===== src/sv/dwc7_ram.sv =====
module dwc7_ram #(
    parameter int WIDTH = 16,
    parameter int DEPTH = 64
) (
    input  logic                     i_clk,
    input  logic                     i_we,
    input  logic [$clog2(DEPTH)-1:0] i_waddr,
    input  logic [WIDTH-1:0]         i_wdata,
    input  logic [$clog2(DEPTH)-1:0] i_raddr,
    output logic [WIDTH-1:0]         o_rdata
);
    logic [WIDTH-1:0] r_mem [DEPTH];
    logic [WIDTH-1:0] r_rdata;

    always_ff @(posedge i_clk) begin
        if (i_we) begin
            r_mem[i_waddr] <= i_wdata;
        end
        r_rdata <= r_mem[i_raddr];
    end
    assign o_rdata = r_rdata;
endmodule


===== config.mk =====
export PLATFORM = sky130hd
export DESIGN_NAME = dwc7_ram
export DESIGN_NICKNAME = d
export VERILOG_FILES = /design/src/sv/dwc7_ram.sv
export SDC_FILE = /design/constraint.sdc
export NUM_CORES = 1
export LEC_CHECK = 0
export ABC_CLOCK_PERIOD_IN_PS = 2300
export BUFFER_PORTS_ARGS = -buffer_cell sky130_fd_sc_hd__buf_2
export CAP_MARGIN = 20
export CORE_ASPECT_RATIO = 0.5
export CORE_UTILIZATION = 50
export DETAILED_ROUTE_END_ITERATION = 6
export PLACE_DENSITY = 0.72
export SYNTH_ARGS = -nofsm -noshare
export SYNTH_HDL_FRONTEND = slang
export SYNTH_SLANG_ARGS = --single-unit

===== constraint.sdc =====
create_clock -name i_clk -period 2.3 [get_ports i_clk]
set_input_delay 0.23 -clock i_clk [delete_from_list [all_inputs] [get_ports i_clk]]
set_output_delay 0.23 -clock i_clk [all_outputs]
set_load 0.05 [all_outputs]

==> results.json, run 1 <==
{
  "ios": 46,
  "max_slew_margin_pct": 45.77,
  "finalHoldViolCount": 0,
  "drc": 0,
  "dieArea_um2": 81290,
  "path_delay_family": "multiplexers",
  "cts_tree": "yes",
  "finalWorstPathRequiredPeriod_ns": 2.238,
  "wl_per_cell_um": 29.38,
  "cp_slowest_cell": "mux4_2",
  "ant_nets": 0,
  "fin_skew_ns": 0.01977,
  "leakagePower_nw": 15.24,
  "final_cell_mix": "edfxtp_1 (1,024), mux4_2 (220), buf_4 (212), clkbuf_16 (93), mux2i_1 (85)",
  "grt_pass1_wl_mm": 138.9,
  "drtIter0Drc": 2539,
  "p_switching_mw": 8.219,
  "cp_cell_sequence": "mux4_2, mux2i_1, a22oi_1, buf_4, a31oi_2, buf_4, a311oi_1, buf_4",
  "globalplace.congestion": 0.8596,
  "synth-main-ff-cell": "edfxtp_1",
  "post-route-period-util_pct": 97.29,
  "dr.pass1.iters": 5,
  "path_clk_slew_ns": 0.07,
  "io_buffers": 45,
  "ys_seq_elements": 1040,
  "grt_usage_pct": 23.80,
  "worstPathArrival_ns": 2.78,
  "antenna_found_initial": 5,
  "synth_cells": 1829,
  "netlist_area_um2": 40040,
  "grt.overflow.total": 0,
  "fill_cells": 5262,
  "grt_pass1_vias": 20070,
  "core_um2": 78290,
  "place_inst": 3073,
  "fin_cells": 3241,
  "synth_fp_nets": 1859,
  "powerDensity_nw_per_um2": 850.1,
  "worst_pin_slew_ns": 0.8118,
  "drive_gt1_share_pct": 32.26,
  "combPwrFrac_pct": 6.0,
  "async_flop_share_pct": 0,
  "drv_slew": 0,
  "hpwl_mm": 58.77,
  "synth_edf_count": 1024,
  "cp-end-kind": "flop",
  "routed_wl_mm": 95.23,
  "cts_max_level": 3,
  "worst_slack_ns": 0.06232,
  "die-width_um": 402.2,
  "postPlaceCellArea_um2": 43560,
  "p_seq_share_pct": 52.9,
  "worstPathBufferInverterCount": 3,
  "layout_commonest_cell": "edfxtp_1",
  "peakVddDrop_mv": 0.5709,
  "crit_top_cell": "buf_4",
  "vias_per_cell": 6.201,
  "max_freq_mhz": 446.9,
  "num_vias": 20100,
  "cts.sinks": 1040,
  "required_ns": 2.84,
  "avgSynthCellArea_um2": 21.89,
  "p_int_mw": 31.52,
  "initial_utilization_pct": 51.15,
  "nNetsFinal": 2160,
  "root_buffer": "clkbuf_16",
  "max-clock-path-buffers": 3,
  "netSwitchingFraction_pct": 20.68,
  "areaGrowthSynthToFinish_pct": 16.75,
  "setup_viol": 0,
  "clockPowerShare_pct": 41.1,
  "synth_cell_types": 43,
  "final_area_um2": 46750,
  "ys_seq_area_share_pct": 77.59,
  "ys_warn_count": 0,
  "clk_latency_ns": 0.65,
  "numCtsBuffers": 90,
  "cp-start-kind": "flop",
  "dp_slack_ns": -0.3897,
  "critical_path_class": "flop to flop",
  "cap_violations": 0,
  "grt_start_max_net_pins": 65,
  "die_y_um": 202.1,
  "critical-path-max-stage-delay_ns": 0.50,
  "hp-class": "input port to flop",
  "rsz0062_at_grt": "false",
  "status": "complete, no violations",
  "crit_fanout": 1,
  "core.rowCount": 72
}
-- cell families (layout without fill, tap and decap cells) --
group	Yosys count	count (layout)	synth area share [%]
AOI/OAI and AO/OA	129	129	2.409
DFF	1040	1040	77.59
and+or+nand+nor	220	220	2.647
buffers and inverters	104	479	1.831
muxes	336	336	15.52
other	0	1	0
-- worst reg2reg max path, cell delays in order, from the launching register on --
cell,delay [ns]
edfxtp_1,0.37
mux4_2,0.50
mux2i_1,0.17
a22oi_1,0.17
buf_4,0.23
a31oi_2,0.31
buf_4,0.19
a311oi_1,0.05
buf_4,0.15
-- registers in the layout (all words and copies together) (netlist names) --
name	count
r_mem	1024
o_rdata	16
-- cells in the mapped netlist (8+ instances only) --
| cell | n | area [um2] |
|---|---|---|
| buf_2 | 36 | 180.2 |
| mux4_2 | 220 | 4955 |
| a311oi_1 | 8 | 70.07 |
| nor2_1 | 72 | 270.3 |
| nand2_1 | 59 | 221.5 |
| a221oi_1 | 16 | 140.1 |
| clkbuf_1 | 24 | 90.09 |
| dfxtp_1 | 16 | 320.3 |
| a31oi_1 | 8 | 50.05 |
| mux2i_1 | 85 | 850.8 |
| edfxtp_1 | 1024 | 30750 |
| a21oi_1 | 17 | 85.08 |
| nor2b_1 | 30 | 187.7 |
| buf_4 | 13 | 97.59 |
| a211o_1 | 8 | 70.07 |
| buf_6 | 17 | 191.4 |
| nand4_1 | 12 | 75.07 |
| a211oi_1 | 8 | 60.06 |
| a22oi_1 | 39 | 292.8 |
| mux2_2 | 27 | 304.0 |
| nand3_1 | 24 | 120.1 |
-- per-layer routing --
layer	global-route usage [%]	vias up	part of all wire, %
met1	34.00	10590	40
li1	-	8296	-
met2	38.20	1089	48
met5	0	-	0
met3	4.479	125	9.2
met4	6.107	0	2.4
-- final timing paths --
path / startpoint / end / slack, ns / cells after the start
max: r_mem[5][0]$_DFFE_PP_ / o_rdata[0]$_DFF_P_ / 0.06 / 8
min reg2reg: r_mem[57][2]$_DFFE_PP_ / o_rdata[2]$_DFF_P_ / 0.85 / 5
min: i_wdata[8] / r_mem[27][8]$_DFFE_PP_ / 0.1 / 2
max reg2reg: r_mem[5][0]$_DFFE_PP_ / o_rdata[0]$_DFF_P_ / 0.06 / 8
-- stage by stage --
stage,setup TNS [ns],hold WS [ns],util (%),total power [mW]
2_1_floorplan,0,0.3289,-,22.64
3_3_place_gp,-1.416,0.5433,55.64,23.77
3_5_place_dp,-1.747,0.5599,55.64,23.82
4_1_cts,0,0.06999,59.71,39.88
5_1_grt,0,0.08513,59.71,40.75
6_report,0,0.09570,59.71,39.74
-- final cells by class --
| type | instances | area [um2] | share of cell area (%) |
|---|---|---|---|
| tap | 1036 | 1296 | 2.773 |
| clock buffer | 109 | 2407 | 5.150 |
| antenna | 1 | 2.502 | 0.005353 |
| timing repair buffer | 313 | 2954 | 6.319 |
| sequential | 1040 | 31070 | 66.46 |
| multi-input combinational | 685 | 8255 | 17.66 |
| clock inverter | 57 | 762.0 | 1.630 |
-- repair_timing --
action | CTS | global route
endpoints found under the setup margin | 1 | 0
hold buffers | 1 | 0
setup buffers | 0 | 0
resized for setup | 1 | 0
endpoints found under the hold margin | 4 | 0
-- power groups by stage --
stage | clock network [mW] | logic, mW | registers (mW)
5_1_grt | 17.2 | 2.49 | 21.0
3_5_place_dp | 0 | 2.36 | 21.5
3_3_place_gp | 0 | 2.32 | 21.5
4_1_cts | 16.5 | 2.38 | 21.0
6_report | 16.3 | 2.38 | 21.0
2_1_floorplan | 0 | 1.09 | 21.6
Note: power is estimated with default switching activity, not from simulation.
==> run 2: changes to the inputs <==
CORE_ASPECT_RATIO = 1.1   (was 0.5)
CORE_UTILIZATION = 25   (was 50)
PLACE_DENSITY = 0.44   (was 0.72)
==> run 2 against run 1 <==
  * The flow now finishes with violations (DRC)
  * Count of clock-buffer cells in the layout rose by 26
  * Global-route usage fell by 11 points
  * First-iteration DRC count fell by 34%
  * Sequential power barely moved
  * Setup slack improved by 0.026 ns
  * Final cell count rose by 34%
  * Wire length rose by 12%
  * Register-to-register slack improved by 0.03 ns
  * Core utilization fell by 29 points
  * Sequential share of layout area fell by 2.5 points
  * Cell area rose by 3.9%
  * Non-clock buffer count fell by 13
  * Largest cell class unchanged
==> results.json, run 2 (synthesis gave the netlist of run 1 again) <==
{
  "final_util_pct": 30.63,
  "grt.overflow.total": 0,
  "dr.pass1.iters": 7,
  "peakVddDrop_mv": 0.5884,
  "finalHoldViolCount": 0,
  "core_um2": 158500,
  "nNetsFinal": 2169,
  "powerDensity_nw_per_um2": 849.3,
  "die_y_um": 421.7,
  "clockPowerShare_pct": 43.0,
  "fin_skew_ns": 0.02338,
  "fill_cells": 15370,
  "p_seq_share_pct": 51.1,
  "worst_pin_slew_ns": 1.059,
  "violations": "DRC",
  "cp-start-kind": "flop",
  "post-cts-setup-buffers": 0,
  "cts_tree": "yes",
  "leakagePower_nw": 15.43,
  "cp-end-kind": "flop",
  "core.rowCount": 153,
  "drc": 10,
  "worstPathArrival_ns": 2.77,
  "cap_violations": 0,
  "grt_start_max_net_pins": 65,
  "dp_slack_ns": -0.4586,
  "setup_viol": 0,
  "areaGrowthSynthToFinish_pct": 21.26,
  "drtIter0Drc": 1676,
  "max_slew_margin_pct": 29.27,
  "p_switching_mw": 8.918,
  "p_int_mw": 32.32,
  "netSwitchingFraction_pct": 21.63,
  "grt_pass1_vias": 20400,
  "clk_latency_ns": 0.70,
  "ant_nets": 0,
  "routed_wl_mm": 107.0,
  "post-route-period-util_pct": 96.15,
  "hp-class": "input port to flop",
  "final_cell_mix": "edfxtp_1 (1,024), mux4_2 (220), buf_4 (189), clkbuf_16 (114), mux2i_1 (85)",
  "combPwrFrac_pct": 5.9,
  "rsz0062_at_grt": "false",
  "cts_max_level": 3,
  "crit_fanout": 1,
  "root_buffer": "clkbuf_16",
  "antenna_found_initial": 10,
  "initial_utilization_pct": 25.26,
  "path_clk_slew_ns": 0.06,
  "status": "finished, violations left",
  "hold_path_depth": 2,
  "grt_usage_pct": 13.15,
  "drv_slew": 0,
  "vias_per_cell": 4.453,
  "drive_gt1_share_pct": 31.84,
  "layout_commonest_cell": "edfxtp_1",
  "worst_slack_ns": 0.08848,
  "max_freq_mhz": 452.2,
  "cts.sinks": 1040,
  "numCtsBuffers": 112,
  "ff2ff_setup_slack_ns": 0.09,
  "top_register": "r_mem",
  "required_ns": 2.86,
  "globalplace.congestion": 0.8184,
  "io_buffers": 45,
  "setup_tns_ns": 0,
  "num_vias": 19300,
  "rr_worst_depth": 6,
  "p_total_mw": 41.24,
  "wl_per_cell_um": 24.70,
  "die-width_um": 383.6,
  "max-clock-path-buffers": 3,
  "finalWorstPathRequiredPeriod_ns": 2.212,
  "hpwl_mm": 68.03,
  "fin_cells": 4333,
  "place_inst": 4115,
  "ios": 46,
  "largest_reg_flops": 1024,
  "dieArea_um2": 161800,
  "critical_path_class": "flop to flop",
  "grt_pass1_wl_mm": 152.2
}
==> run 2: cell types whose count changed in the layout (fill, tap and decap cells not counted), moves of 7 or more <==
cell,previous run,this run
buf_4,212,189
clkinv_1,10,33
clkbuf_16,93,114
buf_12,55,64
bufinv_16,19,12
clkbuf_1,14,21
==> run 2: area by class of cell <==
cell class | count | area, um2 | area share (%)
flip-flops and latches | 1040 | 31070 | 63.99
multi-input cells | 685 | 8255 | 17.00
repair buffers | 300 | 2972 | 6.120
clock buffers | 135 | 2932 | 6.037
well taps | 2092 | 2618 | 5.391
clock inverters | 76 | 698.2 | 1.438
diodes | 5 | 12.51 | 0.02577
==> run 2: per-layer routing <==
metal	vias up	global-route usage, %	part of all wire [%]
li1	8342	-	-
met3	142	2.422	4.6
met1	10350	17.63	44
met5	-	0	0.032
met4	6	3.493	2.4
met2	454	21.74	49
==> run 2: per-stage QoR <==
stage               hold slack (ns)  cell area [um2]
finish                      0.03476            48560
global route                0.02086            48540
CTS                        0.001508            48540
detailed placement           0.5582            44890
global placement             0.5540            44890
floorplan                    0.3289            40040
==> run 2: what timing repair did <==
| item | CTS | global route |
|---|---|---|
| hold buffers | 2 | 0 |
| setup endpoints to repair | 0 | 1 |
| hold endpoints to repair | 23 | 0 |
| resized for setup | 0 | 1 |
==> run 2: power groups by stage <==
stage,logic [mW],clock network [mW],registers [mW]
global placement,2.45,0,21.5
finish,2.42,17.7,21.1
floorplan,1.09,0,21.6
CTS,2.49,18.2,21.1
global route,2.58,18.9,21.1
detailed placement,2.48,0,21.5
==> run 2: critical path, cell delays in order (launching register included) <==
cell and delay (ns):
edfxtp_1 0.37, mux4_2 0.47, nor2b_1 0.15, a211o_1 0.37, a31oi_1 0.46, buf_4 0.21, a311oi_1 0.05
==> run 2: worst paths after layout <==
check / start / endpoint
worst max-delay path: r_mem[8][3]$_DFFE_PP_ / o_rdata[3]$_DFF_P_
worst min-delay path: i_wdata[10] / r_mem[19][10]$_DFFE_PP_
worst max register to register: r_mem[8][3]$_DFFE_PP_ / o_rdata[3]$_DFF_P_
worst min register to register: r_mem[2][5]$_DFFE_PP_ / o_rdata[5]$_DFF_P_
==> run 3: changes to the inputs <==
ABC_AREA = 1   (was not set)
==> run 3 against run 2 <==
  * The run now ends clean
  * Power increased by 1.9%
  * Largest cell class unchanged
  * Largest power group unchanged
  * Synthesized cell count increased by 92%
  * Critical endpoint is now o_rdata[6]
  * Core utilization decreased by 0.54 points
==> results.json, run 3 <==
{
  "status": "complete, no violations",
  "die-width_um": 393.3,
  "finalHoldViolCount": 0,
  "grt.busiest_layer": "met2",
  "worst_pin_slew_ns": 0.9561,
  "dieArea_um2": 170000,
  "cts_tree": "yes",
  "dp_slack_ns": -0.1188,
  "synth_cell_types": 16,
  "grt_usage_pct": 15.76,
  "core.rowCount": 157,
  "grt.overflow.total": 0,
  "crit_fanout": 1,
  "drv_slew": 0,
  "ys_seq_elements": 1040,
  "synth_top_cell_by_area": "edfxtp_1",
  "drive_gt1_share_pct": 12.01,
  "synth-main-ff-cell": "edfxtp_1",
  "drc": 0,
  "numCtsBuffers": 115,
  "grt_pass1_vias": 26630,
  "synthMuxAreaShare_pct": 0,
  "leakagePower_nw": 17.75,
  "num_vias": 27350,
  "largest_reg_flops": 1024,
  "p_int_mw": 32.19,
  "rsz0062_at_grt": "false",
  "ys_warn_count": 0,
  "wl_per_cell_um": 22.46,
  "grt_pass1_wl_mm": 194.1,
  "fill_cells": 16850,
  "max-clock-path-buffers": 3,
  "use_met2_pct": 25.48,
  "synth_top_cells_by_area": "edfxtp_1 (73%), nand2_1 (12%), nand3_1 (10%), buf_2 (1.3%), buf_6 (1.3%)",
  "p_total_mw": 42.04,
  "final_util_pct": 30.09,
  "core_um2": 166800,
  "globalplace.congestion": 0.7843,
  "post-route-period-util_pct": 83.87,
  "setup_viol": 0,
  "peakVddDrop_mv": 0.6491,
  "synth_fa_ha_area_share_pct": 0,
  "areaGrowthSynthToFinish_pct": 19.21,
  "final_area_um2": 50190,
  "combPwrFrac_pct": 7.2,
  "yosysTopAreaCellShare_pct": 73.04,
  "synth_edf_count": 1024,
  "synth_fp_nets": 3547,
  "cp-start-kind": "flop",
  "grt_util_met3_pct": 2.993,
  "clk_latency_ns": 0.73,
  "antenna_found_initial": 12,
  "final_cell_mix": "nand2_1 (1,296), edfxtp_1 (1,024), nand3_1 (871), buf_4 (121), clkbuf_16 (116)",
  "hp-class": "input port to flop",
  "required_ns": 2.07,
  "io_buffers": 45,
  "yosys-top-cells-count": "nand2_1 (1,296), edfxtp_1 (1,024), nand3_1 (871), buf_2 (113), nor2_1 (56)",
  "nNetsFinal": 3695,
  "ios": 46,
  "post-cts-setup-buffers": 0,
  "powerDensity_nw_per_um2": 837.8,
  "cp_cell_sequence": "buf_2",
  "synth_cells": 3517,
  "routed_wl_mm": 134.6,
  "path_delay_family": "flip-flops",
  "finalWorstPathRequiredPeriod_ns": 1.929,
  "cts.sinks": 1040,
  "grt_start_max_net_pins": 85,
  "worstPathArrival_ns": 1.70,
  "drtIter0Drc": 2456,
  "hpwl_mm": 78.78,
  "postPlaceCellArea_um2": 46500,
  "avgSynthCellArea_um2": 11.97,
  "initial_utilization_pct": 25.24,
  "p_switching_mw": 9.851,
  "yosysMostFrequentCell": "nand2_1",
  "max_freq_mhz": 518.4,
  "grt_use_met1_pct": 21.48,
  "path_clk_slew_ns": 0.06,
  "cts_max_level": 3,
  "ys_seq_area_share_pct": 73.80,
  "synth_compound_area_share_pct": 0,
  "dr.pass1.iters": 6,
  "die_y_um": 432.4,
  "cap_violations": 0,
  "async_flop_share_pct": 0,
  "hold_buffers": 3,
  "synth_top_family_by_area": "simple AND/OR/NAND/NOR gates",
  "top_register": "r_mem",
  "critical-path-max-stage-delay_ns": 0.60,
  "post_cts_resized": 0,
  "worstPathBufferInverterCount": 1,
  "cp_slowest_cell": "dfxtp_1",
  "fin_skew_ns": 0.02928,
  "layout_commonest_cell": "nand2_1",
  "p_seq_share_pct": 50.1,
  "root_buffer": "clkbuf_16",
  "critical_path_class": "flop to output port",
  "netlist_area_um2": 42100,
  "netSwitchingFraction_pct": 23.43,
  "worst_slack_ns": 0.3709,
  "max_slew_margin_pct": 36.26,
  "synth-xor-area-share_pct": 0,
  "ant_nets": 0,
  "synth_simple_gate_area_share_pct": 22.66,
  "vias_per_cell": 4.565,
  "cp-end-kind": "output port",
  "clockPowerShare_pct": 42.8
}
[run 3: cell count changes after synthesis, moves of 32 or more]
cell	previous run	this run
buf_6	17	49
mux4_2	220	0
a22oi_1	39	0
mux2i_1	85	0
nand2_1	59	1296
buf_2	36	113
nand3_1	24	871
[run 3: power by group through the flow]
stage	logic (mW)	clock network [mW]	registers, mW
floorplan	1.40	0	21.5
global placement	3.05	0	21.5
detailed placement	3.05	0	21.5
CTS	3.06	18.4	21.1
global route	3.27	19.1	21.1
finish	3.01	18.0	21.1
[run 3: path summary, 6_finish.rpt]
kind | cells after the start | end | slack, ns | from
max | 1 | o_rdata[6] | 0.37 | o_rdata[6]$_DFF_P_
min | 2 | r_mem[44][2]$_DFFE_PP_ | 0.05 | i_wdata[2]
max reg2reg | 8 | o_rdata[14]$_DFF_P_ | 0.63 | r_mem[54][14]$_DFFE_PP_
min reg2reg | 8 | o_rdata[12]$_DFF_P_ | 0.81 | r_mem[60][12]$_DFFE_PP_
[run 3: logic make-up (layout without fill, tap and decap cells)]
logic type | after synthesis | count (layout)
and+or+nand+nor | 2240 | 2240
DFF | 1040 | 1040
buffers and inverters | 237 | 482
other | 0 | 4
[run 3: cell type report]
cell class	instances	area [um2]	area share, %
Clock buffer	165	3207	6.390
Tap cell	2226	2785	5.550
Clock inverter	49	442.9	0.8826
Timing Repair Buffer	256	2932	5.841
Multi-Input combinational cell	2240	9666	19.26
Sequential cell	1040	31070	61.91
Inverter	12	73.82	0.1471
Antenna cell	4	10.01	0.01995
[run 3: per-layer routing]
metal  wire length [um]  up-vias
met5                 81        -
met4               2781       12
met3               8197      154
met2              63350      670
met1              60200    13800
li1                   -    12720
[run 3: metrics by stage]
step | setup TNS [ns] | hold slack, ns | cells
floorplan | -61.96 | 0.3289 | 3517
global placement | -0.1968 | 0.7427 | 5771
detailed placement | -0.2353 | 0.7419 | 5771
CTS | 0 | 0.006936 | 5988
global route | 0 | 0.04367 | 5988
finish | 0 | 0.04683 | 5992
